==> config.mk <==
export PLATFORM = sky130hd
export DESIGN_NAME = keyed_table_insert_remove_core
export DESIGN_NICKNAME = d
export VERILOG_FILES = /design/src/design/ktir_pkg.sv /design/src/design/ktir_ram.sv /design/src/design/keyed_table_insert_remove_core.sv
export SDC_FILE = /design/constraint.sdc
export NUM_CORES = 1
export LEC_CHECK = 0
export BUFFER_PORTS_ARGS = -buffer_cell sky130_fd_sc_hd__buf_2
export CAP_MARGIN = 20
export CORE_MARGIN = 4
export CORE_UTILIZATION = 30
export CTS_CLUSTER_SIZE = 14
export DETAILED_ROUTE_END_ITERATION = 8
export GPL_TIMING_DRIVEN = 0
export HOLD_SLACK_MARGIN = 0.03
export SETUP_SLACK_MARGIN = 0.2
export SLEW_MARGIN = 10
export SYNTH_ARGS = -nofsm -noshare
export SYNTH_HDL_FRONTEND = slang
export SYNTH_SLANG_ARGS = --single-unit
==> constraint.sdc <==
create_clock -name clk -period 8.6 [get_ports clk]
set_input_delay 0.43 -clock clk [delete_from_list [all_inputs] [get_ports clk]]
set_output_delay 0.43 -clock clk [all_outputs]
set_load 0.02 [all_outputs]
==> src/design/ktir_pkg.sv <==
// ----------------------------------------------------------------------------
// ktir_pkg
// Shared types and codes for the keyed table insert/remove core.
// ----------------------------------------------------------------------------
package ktir_pkg;

  // Result status codes
  typedef enum logic [2:0] {
    ST_INSERTED  = 3'd0,
    ST_REMOVED   = 3'd1,
    ST_FULL      = 3'd2,
    ST_DUPLICATE = 3'd3,
    ST_NOT_FOUND = 3'd4
  } status_t;

  // Request opcodes
  localparam logic CMD_INSERT = 1'b0;
  localparam logic CMD_REMOVE = 1'b1;

  localparam int unsigned KEY_W   = 32;
  localparam int unsigned PAY_W   = 32;
  localparam int unsigned COUNT_W = 5;

endpackage

==> src/design/ktir_ram.sv <==
// ----------------------------------------------------------------------------
// ktir_ram
// Generic single-write, single-read RAM with registered read data.
// ----------------------------------------------------------------------------
module ktir_ram #(
  parameter int unsigned WIDTH = 32,
  parameter int unsigned DEPTH = 16
) (
  input  logic                     clk,
  input  logic                     we,
  input  logic [$clog2(DEPTH)-1:0] waddr,
  input  logic [WIDTH-1:0]         wdata,
  input  logic [$clog2(DEPTH)-1:0] raddr,
  output logic [WIDTH-1:0]         rdata
);

  logic [WIDTH-1:0] mem [DEPTH];

  always_ff @(posedge clk) begin
    if (we) begin
      mem[waddr] <= wdata;
    end
    rdata <= mem[raddr];
  end

endmodule

==> src/design/keyed_table_insert_remove_core.sv <==
// ----------------------------------------------------------------------------
// keyed_table_insert_remove_core
// Bounded table of unique keys with payloads, packed from slot 0.
// A full insert, or any request on an empty table, gives its result in the
//   cycle after start. Otherwise a key scan, one key RAM read per cycle
//   (n = entries held): a duplicate ends the scan at its slot; a miss reads
//   all n slots; a remove hit then shifts every later slot down by one.
// One request at a time; busy is high only while a scan or compaction runs.
// The receiver cannot stall: out_valid is a one-cycle strobe.
// Reset (synchronous, rst_n low) empties the table; RAM contents are kept
//   but never read beyond the entry count.
// ----------------------------------------------------------------------------
module keyed_table_insert_remove_core #(
  parameter int unsigned CAPACITY = 16
) (
  input  logic               clk,
  input  logic               rst_n,
  // request channel
  input  logic               start,
  output logic               busy,
  input  logic               in_cmd,
  input  logic signed [31:0] in_key,
  input  logic        [31:0] in_payload,
  // result channel
  output logic               out_valid,
  output logic        [2:0]  out_status,
  output logic        [4:0]  out_entry_count
);

  localparam int unsigned AW = $clog2(CAPACITY);      // slot address width
  localparam int unsigned CW = $clog2(CAPACITY + 1);  // entry count width

  typedef enum logic [1:0] {
    S_IDLE,
    S_SEARCH,
    S_SHIFT
  } state_t;

  // Registers
  state_t                       state_r,     state_nxt;
  logic                         cmd_r,       cmd_nxt;
  logic [ktir_pkg::KEY_W-1:0]   key_r,       key_nxt;
  logic [ktir_pkg::PAY_W-1:0]   pay_r,       pay_nxt;
  logic [CW-1:0]                count_r,     count_nxt;
  // Read pointer: scan index in search, source slot in compaction
  logic [CW-1:0]                rd_idx_r,    rd_idx_nxt;
  // Slot whose read data arrives this cycle (compare in search, dest in shift)
  logic                         pend_vld_r,  pend_vld_nxt;
  logic [AW-1:0]                pend_idx_r,  pend_idx_nxt;
  logic                         out_valid_r, out_valid_nxt;
  ktir_pkg::status_t            status_r,    status_nxt;

  // RAM ports
  logic                         ram_we;
  logic [AW-1:0]                ram_waddr;
  logic [AW-1:0]                ram_raddr;
  logic [ktir_pkg::KEY_W-1:0]   key_wdata,   key_rdata;
  logic [ktir_pkg::PAY_W-1:0]   pay_wdata,   pay_rdata;

  logic                         issue;
  logic                         hit;
  logic [CW-1:0]                rd_idx_m1;
  logic [CW+4:0]                count_ext;

  ktir_ram #(
    .WIDTH (ktir_pkg::KEY_W),
    .DEPTH (CAPACITY)
  ) u_key_ram (
    .clk   (clk),
    .we    (ram_we),
    .waddr (ram_waddr),
    .wdata (key_wdata),
    .raddr (ram_raddr),
    .rdata (key_rdata)
  );

  ktir_ram #(
    .WIDTH (ktir_pkg::PAY_W),
    .DEPTH (CAPACITY)
  ) u_pay_ram (
    .clk   (clk),
    .we    (ram_we),
    .waddr (ram_waddr),
    .wdata (pay_wdata),
    .raddr (ram_raddr),
    .rdata (pay_rdata)
  );

  // Another slot remains to be read while the pointer is below the count
  assign issue     = (rd_idx_r < count_r);
  assign hit       = pend_vld_r && (key_rdata == key_r);
  assign rd_idx_m1 = rd_idx_r - CW'(1);

  always_comb begin
    state_nxt     = state_r;
    cmd_nxt       = cmd_r;
    key_nxt       = key_r;
    pay_nxt       = pay_r;
    count_nxt     = count_r;
    rd_idx_nxt    = rd_idx_r;
    pend_vld_nxt  = 1'b0;
    pend_idx_nxt  = pend_idx_r;
    out_valid_nxt = 1'b0;
    status_nxt    = status_r;

    ram_we    = 1'b0;
    ram_waddr = count_r[AW-1:0];
    ram_raddr = rd_idx_r[AW-1:0];
    key_wdata = key_r;
    pay_wdata = pay_r;

    case (state_r)
      S_IDLE: begin
        if (start) begin
          cmd_nxt = in_cmd;
          key_nxt = $unsigned(in_key);
          pay_nxt = in_payload;
          if (in_cmd == ktir_pkg::CMD_INSERT && count_r == CW'(CAPACITY)) begin
            // Full check wins over the duplicate check
            out_valid_nxt = 1'b1;
            status_nxt    = ktir_pkg::ST_FULL;
          end else if (count_r == '0) begin
            // Empty table: nothing to search
            out_valid_nxt = 1'b1;
            if (in_cmd == ktir_pkg::CMD_INSERT) begin
              ram_we     = 1'b1;
              key_wdata  = $unsigned(in_key);
              pay_wdata  = in_payload;
              count_nxt  = count_r + CW'(1);
              status_nxt = ktir_pkg::ST_INSERTED;
            end else begin
              status_nxt = ktir_pkg::ST_NOT_FOUND;
            end
          end else begin
            state_nxt  = S_SEARCH;
            rd_idx_nxt = '0;
          end
        end
      end

      S_SEARCH: begin
        // Pipelined scan: issue slot rd_idx, compare the slot read last cycle
        pend_vld_nxt = issue;
        pend_idx_nxt = rd_idx_r[AW-1:0];
        if (issue) begin
          rd_idx_nxt = rd_idx_r + CW'(1);
        end
        if (hit) begin
          pend_vld_nxt = 1'b0;
          if (cmd_r == ktir_pkg::CMD_INSERT) begin
            state_nxt     = S_IDLE;
            out_valid_nxt = 1'b1;
            status_nxt    = ktir_pkg::ST_DUPLICATE;
          end else begin
            // Compaction starts reading the slot after the hit
            state_nxt  = S_SHIFT;
            rd_idx_nxt = CW'(pend_idx_r) + CW'(1);
          end
        end else if (!issue && !pend_vld_r) begin
          state_nxt     = S_IDLE;
          out_valid_nxt = 1'b1;
          if (cmd_r == ktir_pkg::CMD_INSERT) begin
            ram_we     = 1'b1;
            count_nxt  = count_r + CW'(1);
            status_nxt = ktir_pkg::ST_INSERTED;
          end else begin
            status_nxt = ktir_pkg::ST_NOT_FOUND;
          end
        end
      end

      S_SHIFT: begin
        // Read slot j+1 and write it to slot j in the next cycle
        pend_vld_nxt = issue;
        pend_idx_nxt = rd_idx_m1[AW-1:0];
        if (issue) begin
          rd_idx_nxt = rd_idx_r + CW'(1);
        end
        if (pend_vld_r) begin
          ram_we    = 1'b1;
          ram_waddr = pend_idx_r;
          key_wdata = key_rdata;
          pay_wdata = pay_rdata;
        end
        if (!issue && !pend_vld_r) begin
          state_nxt     = S_IDLE;
          out_valid_nxt = 1'b1;
          count_nxt     = count_r - CW'(1);
          status_nxt    = ktir_pkg::ST_REMOVED;
        end
      end

      default: begin
        state_nxt = S_IDLE;
      end
    endcase
  end

  always_ff @(posedge clk) begin
    if (!rst_n) begin
      state_r     <= S_IDLE;
      count_r     <= '0;
      pend_vld_r  <= 1'b0;
      out_valid_r <= 1'b0;
    end else begin
      state_r     <= state_nxt;
      count_r     <= count_nxt;
      pend_vld_r  <= pend_vld_nxt;
      out_valid_r <= out_valid_nxt;
    end
    cmd_r      <= cmd_nxt;
    key_r      <= key_nxt;
    pay_r      <= pay_nxt;
    rd_idx_r   <= rd_idx_nxt;
    pend_idx_r <= pend_idx_nxt;
    status_r   <= status_nxt;
  end

  // Count is reported modulo 32
  assign count_ext       = {5'b0, count_r};
  assign busy            = (state_r != S_IDLE);
  assign out_valid       = out_valid_r;
  assign out_status      = status_r;
  assign out_entry_count = count_ext[4:0];

endmodule
==> reports/summary.md, run 1 <==
The flow ran to the end, and the final reports show no timing, DRC or antenna violations. CTS built an H-tree with a depth of 2. Entering global routing, the biggest net connects 23 pins.

The critical path in this run is classified as register to register. The count of max-cap constraint violations is 0, and the wire length reported by the detailed router is 60.5 mm. The fraction of final layout cells sized beyond drive strength 1 works out to 26.4%. The tools report the fraction of the core area covered by cells at the end of the flow as 36.2%. Setup repair after global routing left no endpoint under its margin.

For the number of global-route vias before repair, the log shows 12.2k. In this run the worst path has a maximum fanout of 17. In the routed design, unresolved DRC markers number 0.

Clock latency on the worst-skew pair, taken at its later pin, is 0.61 ns. The vertical die dimension is 288 um, and the number of warnings issued by yosys is 0. The worst pin sits at a relative slew slack of 27.1%. The run gives 14.5% as the global-route usage over all layers.

Clock tree buffer depth: 3. The tightest min-delay check is of the input pin to register type. The flip-flop and latch count after synthesis came out at 598. The run gives 0.0290 ns as the maximum clock skew at final layout. The clock transition at the register clock pins on the worst setup and hold paths after CTS is 0.06 ns, and the detail-routed net length per standard cell is 25.4 um. For the core outline area, the log shows 77600 um2.

STA classifies the critical path endpoint as a register. After synthesis, the netlist uses 50 different library cells. Number of antenna violations at the first check in global routing: 0. The worst path arrival time came out at 4.60 ns.

The post-CTS setup buffer count is 0, and the number of DRC violations after detailed-routing iteration 0 is 1690. The congestion estimate from routability-driven global placement came to 0.850. The largest voltage drop on the vdd net is 165 uV, and the HPWL after detailed placement is 39.4 mm. The actual transition at the worst max-transition pin was 1.09 ns; the share of flip-flops with an asynchronous set or reset after synthesis was 0%.

Compared with the post-synthesis result, the final layout area differs by 19.2%. The hold violation total from the final report was 0. The tools report the clock sink count as 598. The primary flip-flop cell chosen by synthesis mapping is edfxtp_1.

For the post-route setup TNS, the log shows 0 ns. Averaged over all synthesized cells, the footprint is 20.7 um2. The cell sitting at the root of the clock tree is a clkbuf_16. The number of instances in the synthesized netlist is 1135, and the ratio of total power to cell area is 306 nW/um2. The top-area cell type share of the netlist area was 71.1%. Hold repair after CTS inserted 11 buffers.

Number of failing setup endpoints in the final timing report: 0. The CTS buffer count was 60; the netlist area before placement was 23500 um2. The final net count is 1379, and the floorplan row count is 102. By area the synthesized netlist is led by edfxtp_1 71%, mux4_2 15%, dfxtp_1 3.5%. The biggest area contributor in the post-synthesis netlist is edfxtp_1. For this run, the register share of the synthesized area comes to 74.6%.

Once detail routing completed, the nets flagged for antenna violations numbered 0. The worst path in the final design needs a cycle of 4.30 ns, including I/O delays and setup. Of the available clock period, the critical path in the final layout requires 50.0%. The number of nets produced by synthesis came out at 1219. The floorplan step defined a die boundary enclosing 83000 um2.

Static timing analysis puts the maximum clock frequency at 233 MHz. From left edge to right edge, the die measures 288 um. The count of input and output buffers works out to 44.

Sorting the synthesized cells by how often they occur yields 557 x edfxtp_1, 160 x mux4_2, 51 x inv_1, 41 x dfxtp_1, 39 x clkbuf_1. TritonCTS built the clock tree. The first global-routing pass estimated 86.8 mm of wire. Global routing finished with a remaining overflow of 0. The antenna diode count came out at 0. Most used standard cell by instance count after synthesis: edfxtp_1. The tools report the post-cts repair resize count as 0. Data on the critical path is required at its endpoint by 8.89 ns.

Summed over all cells, the static leakage comes to 8.89 nW. 78 I/O pins were placed. The max-slew violation count came out at 0. Using the TritonRoute via totals, the vias-per-cell ratio works out to 5.15. The number of flops mapped to enable cells by yosys came out at 557. Across all layers, the routed design uses 12.3k vias. Once the floorplan was initialized, standard cells occupied 30.3% of the core.

The kind of launch point of the worst setup path was a register. The number of detailed-route iterations in the first pass came out at 8.
[worst max-delay path: stages (launching register included)]
cell     delay (ns)
dfxtp_1        0.35
inv_1          0.10
ha_1           0.28
and2_2         0.54
nor4b_4        0.72
nor2_1         0.11
a21oi_1        0.32
o21ai_0        0.31
buf_2          0.27
nor2_4         0.67
buf_12         0.28
[worst paths after layout]
kind,startpoint,endpoint,slack (ns),cells after the start
worst min-delay path,in_key[13],key_r[13],0.06,1
worst max-delay path,state_r[0],u_key_ram.mem[5][16],4.30,10
worst min register to register,state_r[1],state_r[1],0.55,1
worst max register to register,state_r[0],u_key_ram.mem[5][16],4.30,10
[flip-flops by register name, indices dropped and copies added, names as in the netlist]
register         cells
u_key_ram.mem      512
key_r               32
u_key_ram.rdata     32
out_entry_count      5
rd_idx_r             5
pend_idx_r           4
out_status           3
state_r              2
cmd_r                1
out_valid            1
pend_vld_r           1
[per-stage QoR]
step           power, W  setup slack [ns]  area [um2]  hold WS, ns  cells
2_1_floorplan   0.00531              4.22       23500        0.497   1135
3_5_place_dp    0.00619              4.40       26100        0.552   2259
4_1_cts         0.00865              4.33       28000       0.0342   2380
6_report        0.00858              4.30       28100       0.0615   2383
3_3_place_gp    0.00602             0.843       25100        0.514   2219
5_1_grt         0.00894              4.10       28100       0.0307   2383
[final cells by class]
| type | instances | area (um2) |
|---|---|---|
| plain buffers | 55 | 218 |
| clock inverters | 25 | 200 |
| well taps | 1040 | 1300 |
| multi-input cells | 430 | 5690 |
| inverters | 52 | 195 |
| repair buffers | 98 | 1260 |
| clock buffers | 85 | 1650 |
| fillers | 7153 | 49500 |
| flip-flops and latches | 598 | 17500 |
[report_power, final]
group | leakage [nW] | internal (W) | total [W] | switching, W
Sequential | 5.40 | 0.00363 | 0.00376 | 0.000132
Clock | 0.907 | 0.00142 | 0.00246 | 0.00105
Combinational | 2.59 | 0.00102 | 0.00236 | 0.00134
Total | 8.89 | 0.00606 | 0.00858 | 0.00252
[per-layer routing]
metal / GRT usage, % / wire length [um] / up-vias
li1: - / - / 5066
met3: 2.88 / 4920 / 93
met2: 22.6 / 28100 / 548
met5: 0 / 0 / -
met4: 3.61 / 1360 / 0
met1: 21.0 / 26200 / 6556
[cell families after synthesis]
kind of cell	Yosys count	synth area share, %
flip-flops	598	74.6
multiplexers	164	15.5
AND/OR/NAND/NOR	121	2.72
buffers and inverters	107	1.75
AO/OA/AOI/OAI	87	3.04
XOR/XNOR	42	1.56
adder cells (fa/ha/maj)	16	0.883
[cell usage in the layout, fill, tap and decap left out, types with 20 or more instances in the layout]
master | Yosys | final
buf_2 | 9 | 55
dfxtp_1 | 41 | 41
a222oi_1 | 32 | 32
clkbuf_16 | 0 | 61
mux4_2 | 160 | 160
buf_16 | 0 | 24
xnor2_1 | 36 | 36
clkbuf_1 | 39 | 60
edfxtp_1 | 557 | 557
inv_1 | 51 | 51
nor2_1 | 32 | 20
Note: power is estimated with default switching activity, not from simulation.
==> run 2: changes to the inputs <==
==> constraint.sdc (replaced) <==
create_clock -name clk -period 3.5 [get_ports clk]
set_input_delay 0.175 -clock clk [delete_from_list [all_inputs] [get_ports clk]]
set_output_delay 0.175 -clock clk [all_outputs]
set_load 0.02 [all_outputs]
==> reports/summary.md, run 2 (same netlist as run 1, synthesis figures left out) <==
The run finished with clean final reports. The time the final worst path needs with I/O delays and setup is 3.24 ns (was 4.30 ns), and the final worst hold slack is 0.202 ns (was 0.0615 ns). The startpoint of the lowest-slack register-to-register path was out_entry_count[0] (was state_r[0]). The antenna diode count is 0 (unchanged). Most common cell after layout, fill and taps aside: edfxtp_1 (unchanged). The period utilization is 92.5% (was 50.0%), and the flip-flop and latch area is 17500 um2 (unchanged). The I/O pin count is 78 (unchanged), and the switching component of the power is 0.00635 W (was 0.00252 W). The number of design rule violations left after detail routing is 0 (unchanged). For the CTS H-tree depth, the log shows 2 (unchanged).

The largest fanout of any net on the critical path is 16 (was 17). The run gives 0 (unchanged) as the antenna violation net count after detailed routing. The clock latency reported for the late side of the worst-skew pair is 0.64 ns (was 0.61 ns). The kind of launch point of the worst setup path is a register (unchanged). The floorplan die area came out at 83000 um2 (unchanged). The detail-routed net length per standard cell was 25.7 um (was 25.4 um). The floorplan row count was 102 (unchanged). The fraction of final layout cells sized beyond drive strength 1 is 28.8% (was 26.4%).

For the total congestion overflow, the log shows 0 (unchanged). The class of the tightest hold or removal check is input pin to register (unchanged). The initial standard-cell utilization of the core is 30.3% (unchanged). The clock sink count was 598 (unchanged). The critical path capture point type was a register (unchanged). The part of the power in combinational logic is 27.1% (was 27.5%), and the flip-flop count of the largest register, all copies and words added is 512 (unchanged). Pin count of the biggest net entering global routing: 20 (was 23). The number of failing setup endpoints in the final timing report is 0 (unchanged), and the wire length reported by the detailed router is 62.3 mm (was 60.5 mm).

The total number of vias was 12.7k (was 12.3k). The register with the most flip-flops is u_key_ram.mem (unchanged). The run gives 39.3 mm (was 39.4 mm) as the HPWL after detailed placement.

The standby leakage power came out at 9.17 nW (was 8.89 nW). Largest registers in the final layout: u_key_ram.mem x512, key_r x32, u_key_ram.rdata x32 (unchanged). The tools report the area of the multi-input gates as 5720 um2 (was 5690 um2).

The final-layout fill cell count is 7146 (was 7153), and the worst path arrival time is 3.51 ns (was 4.60 ns). For the global-route usage over all layers, the log shows 14.9% (was 14.5%). TritonCTS built the clock tree. The tools report the required time at the endpoint of the critical path as 3.77 ns (was 8.89 ns). Commonest non-fill, non-tap cells in the layout: 557 x edfxtp_1, 160 x mux4_2, 60 x clkbuf_16 (was 557 x edfxtp_1, 160 x mux4_2, 61 x clkbuf_16). The number of antenna violations at the first check in global routing was 0 (unchanged); the worst slew margin relative to its limit was 31.3% (was 27.1%).

The clock tree buffer depth is 3 (unchanged), and the core outline area is 77600 um2 (unchanged). The via-per-instance ratio came out at 5.22 (was 5.15). The number of detailed-route iterations in the first pass came out at 6 (was 8). The kind of critical path is register to register (unchanged).

The start point of the critical path was out_entry_count[0] (was state_r[0]). Layout-stage area growth over the synthesis result: 21.6% (was 19.2%). The maximum clock skew at final layout is 0.0550 ns (was 0.0290 ns). For the number of global-route vias before repair, the log shows 12.6k (was 12.2k). The run gives 0 (unchanged) as the hold violation total from the final report.

The tools report the library cell used as clock root buffer as clkbuf_16 (unchanged). Global placer's final weighted congestion: 0.855 (was 0.850). The fraction of the core area covered by cells at the end of the flow came out at 36.9% (was 36.2%). The run gives 1418 (was 1379) as the final net count. The actual transition at the worst max-transition pin was 1.03 ns (was 1.09 ns); the ratio of total power to cell area was 752 nW/um2 (was 306 nW/um2). The relative contribution of the clock network to total power came out at 30.0% (was 28.7%). The cell internal power dissipation came out at 0.0152 W (was 0.00606 W). The upper clock frequency limit is 309 MHz (was 233 MHz), and the first-pass GRT wire length is 89.5 mm (was 86.8 mm). The number of DRC violations after detailed-routing iteration 0 was 1729 (was 1690); the clock transition at the register clock pins on the worst setup and hold paths after CTS was 0.06 ns (about the same). The count of max-cap constraint violations is 0 (unchanged), and the proportion of total power due to net switching is 29.5% (was 29.4%). The vertical die dimension is 288 um (unchanged), and the die boundary width is 288 um (unchanged). The startpoint of the lowest-slack hold path is start (was in_key[13]).

The tools report the CTS buffer count as 60 (unchanged). The tools report the largest voltage drop on the vdd net as 444 uV (was 165 uV). Setup repair after global routing left no endpoint under its margin. The tools report the sequential fraction of design power as 42.9% (was 43.8%). The count of input and output buffers is 44 (unchanged), and the max-slew violation count is 0 (unchanged). The reg-to-reg setup timing slack is 0.26 ns (was 4.30 ns).
## run 2: cell count changes in the layout (fill, tap and decap cells not counted), sizes merged
cell,previous run,this run
clkinvlp,0,2
clkinv,21,26
and2,4,5
bufinv,3,7
buf,101,121
dlygate4sd3,13,34
clkbuf,124,114
inv,53,52
## run 2: power by group through the flow
stage          Combinational (W)  Sequential [W]  Clock (W)
4_1_cts                  0.00583         0.00923    0.00659
3_5_place_dp             0.00570         0.00938          0
5_1_grt                  0.00623         0.00928    0.00690
3_3_place_gp             0.00545         0.00936          0
2_1_floorplan            0.00376         0.00931          0
6_report                 0.00583         0.00924    0.00647
## run 2: per-layer routing
metal | routed length [um] | global-route usage, % | share of wire, % | up-vias
li1 | - | - | - | 5141
met2 | 29100 | 23.5 | 47 | 606
met5 | 0 | 0 | 0 | -
met4 | 1300 | 3.63 | 2.1 | 0
met1 | 26500 | 21.3 | 43 | 6814
met3 | 5450 | 3.12 | 8.7 | 101
## run 2: worst max-delay path, cell delays in order, from the launching register on
cell and delay (ns):
dfxtp_1 0.39, or4_4 0.61, nor4b_4 0.38, buf_4 0.17
o22ai_1 0.25, buf_2 0.34, a222oi_1 0.45, inv_1 0.30
## run 2: timing repair
| action | CTS | global route |
|---|---|---|
| setup buffers | 22 | 1 |
| gates cloned | 1 | 0 |
| setup endpoints to repair | 1054 | 707 |
| endpoints found under the hold margin | 41 | 0 |
| hold buffers | 34 | 0 |
| gates resized for setup | 9 | 18 |
| pin swaps | 12 | 2 |
## run 2: final cells by class
type	count	share of cell area [%]
flip-flops and latches	598	61.3
multi-input cells	431	20.0
repair buffers	137	5.68
clock buffers	78	5.62
well taps	1040	4.55
clock inverters	35	1.39
plain buffers	54	0.809
inverters	52	0.682
## run 2: final timing paths
check                              end  depth (start not counted)
setup / recovery  u_key_ram.mem[8][23]                          7
hold reg to reg             state_r[1]                          1
hold / removal           out_status[1]                          4
setup reg to reg  u_key_ram.mem[8][23]                          7
## run 2: stage by stage
stage | setup slack, ns | TNS, ns | total power, W | instances | instance area (um2)
after detailed placement | -0.749 | -421.13 | 0.0151 | 2251 | 25900
after global placement | -1.72 | -896.97 | 0.0148 | 2219 | 25100
after global routing | 0.204 | 0 | 0.0224 | 2425 | 28600
after floorplan | 0.260 | 0 | 0.0131 | 1135 | 23600
after CTS | 0.217 | 0 | 0.0217 | 2421 | 28600
final | 0.261 | 0 | 0.0215 | 2425 | 28600
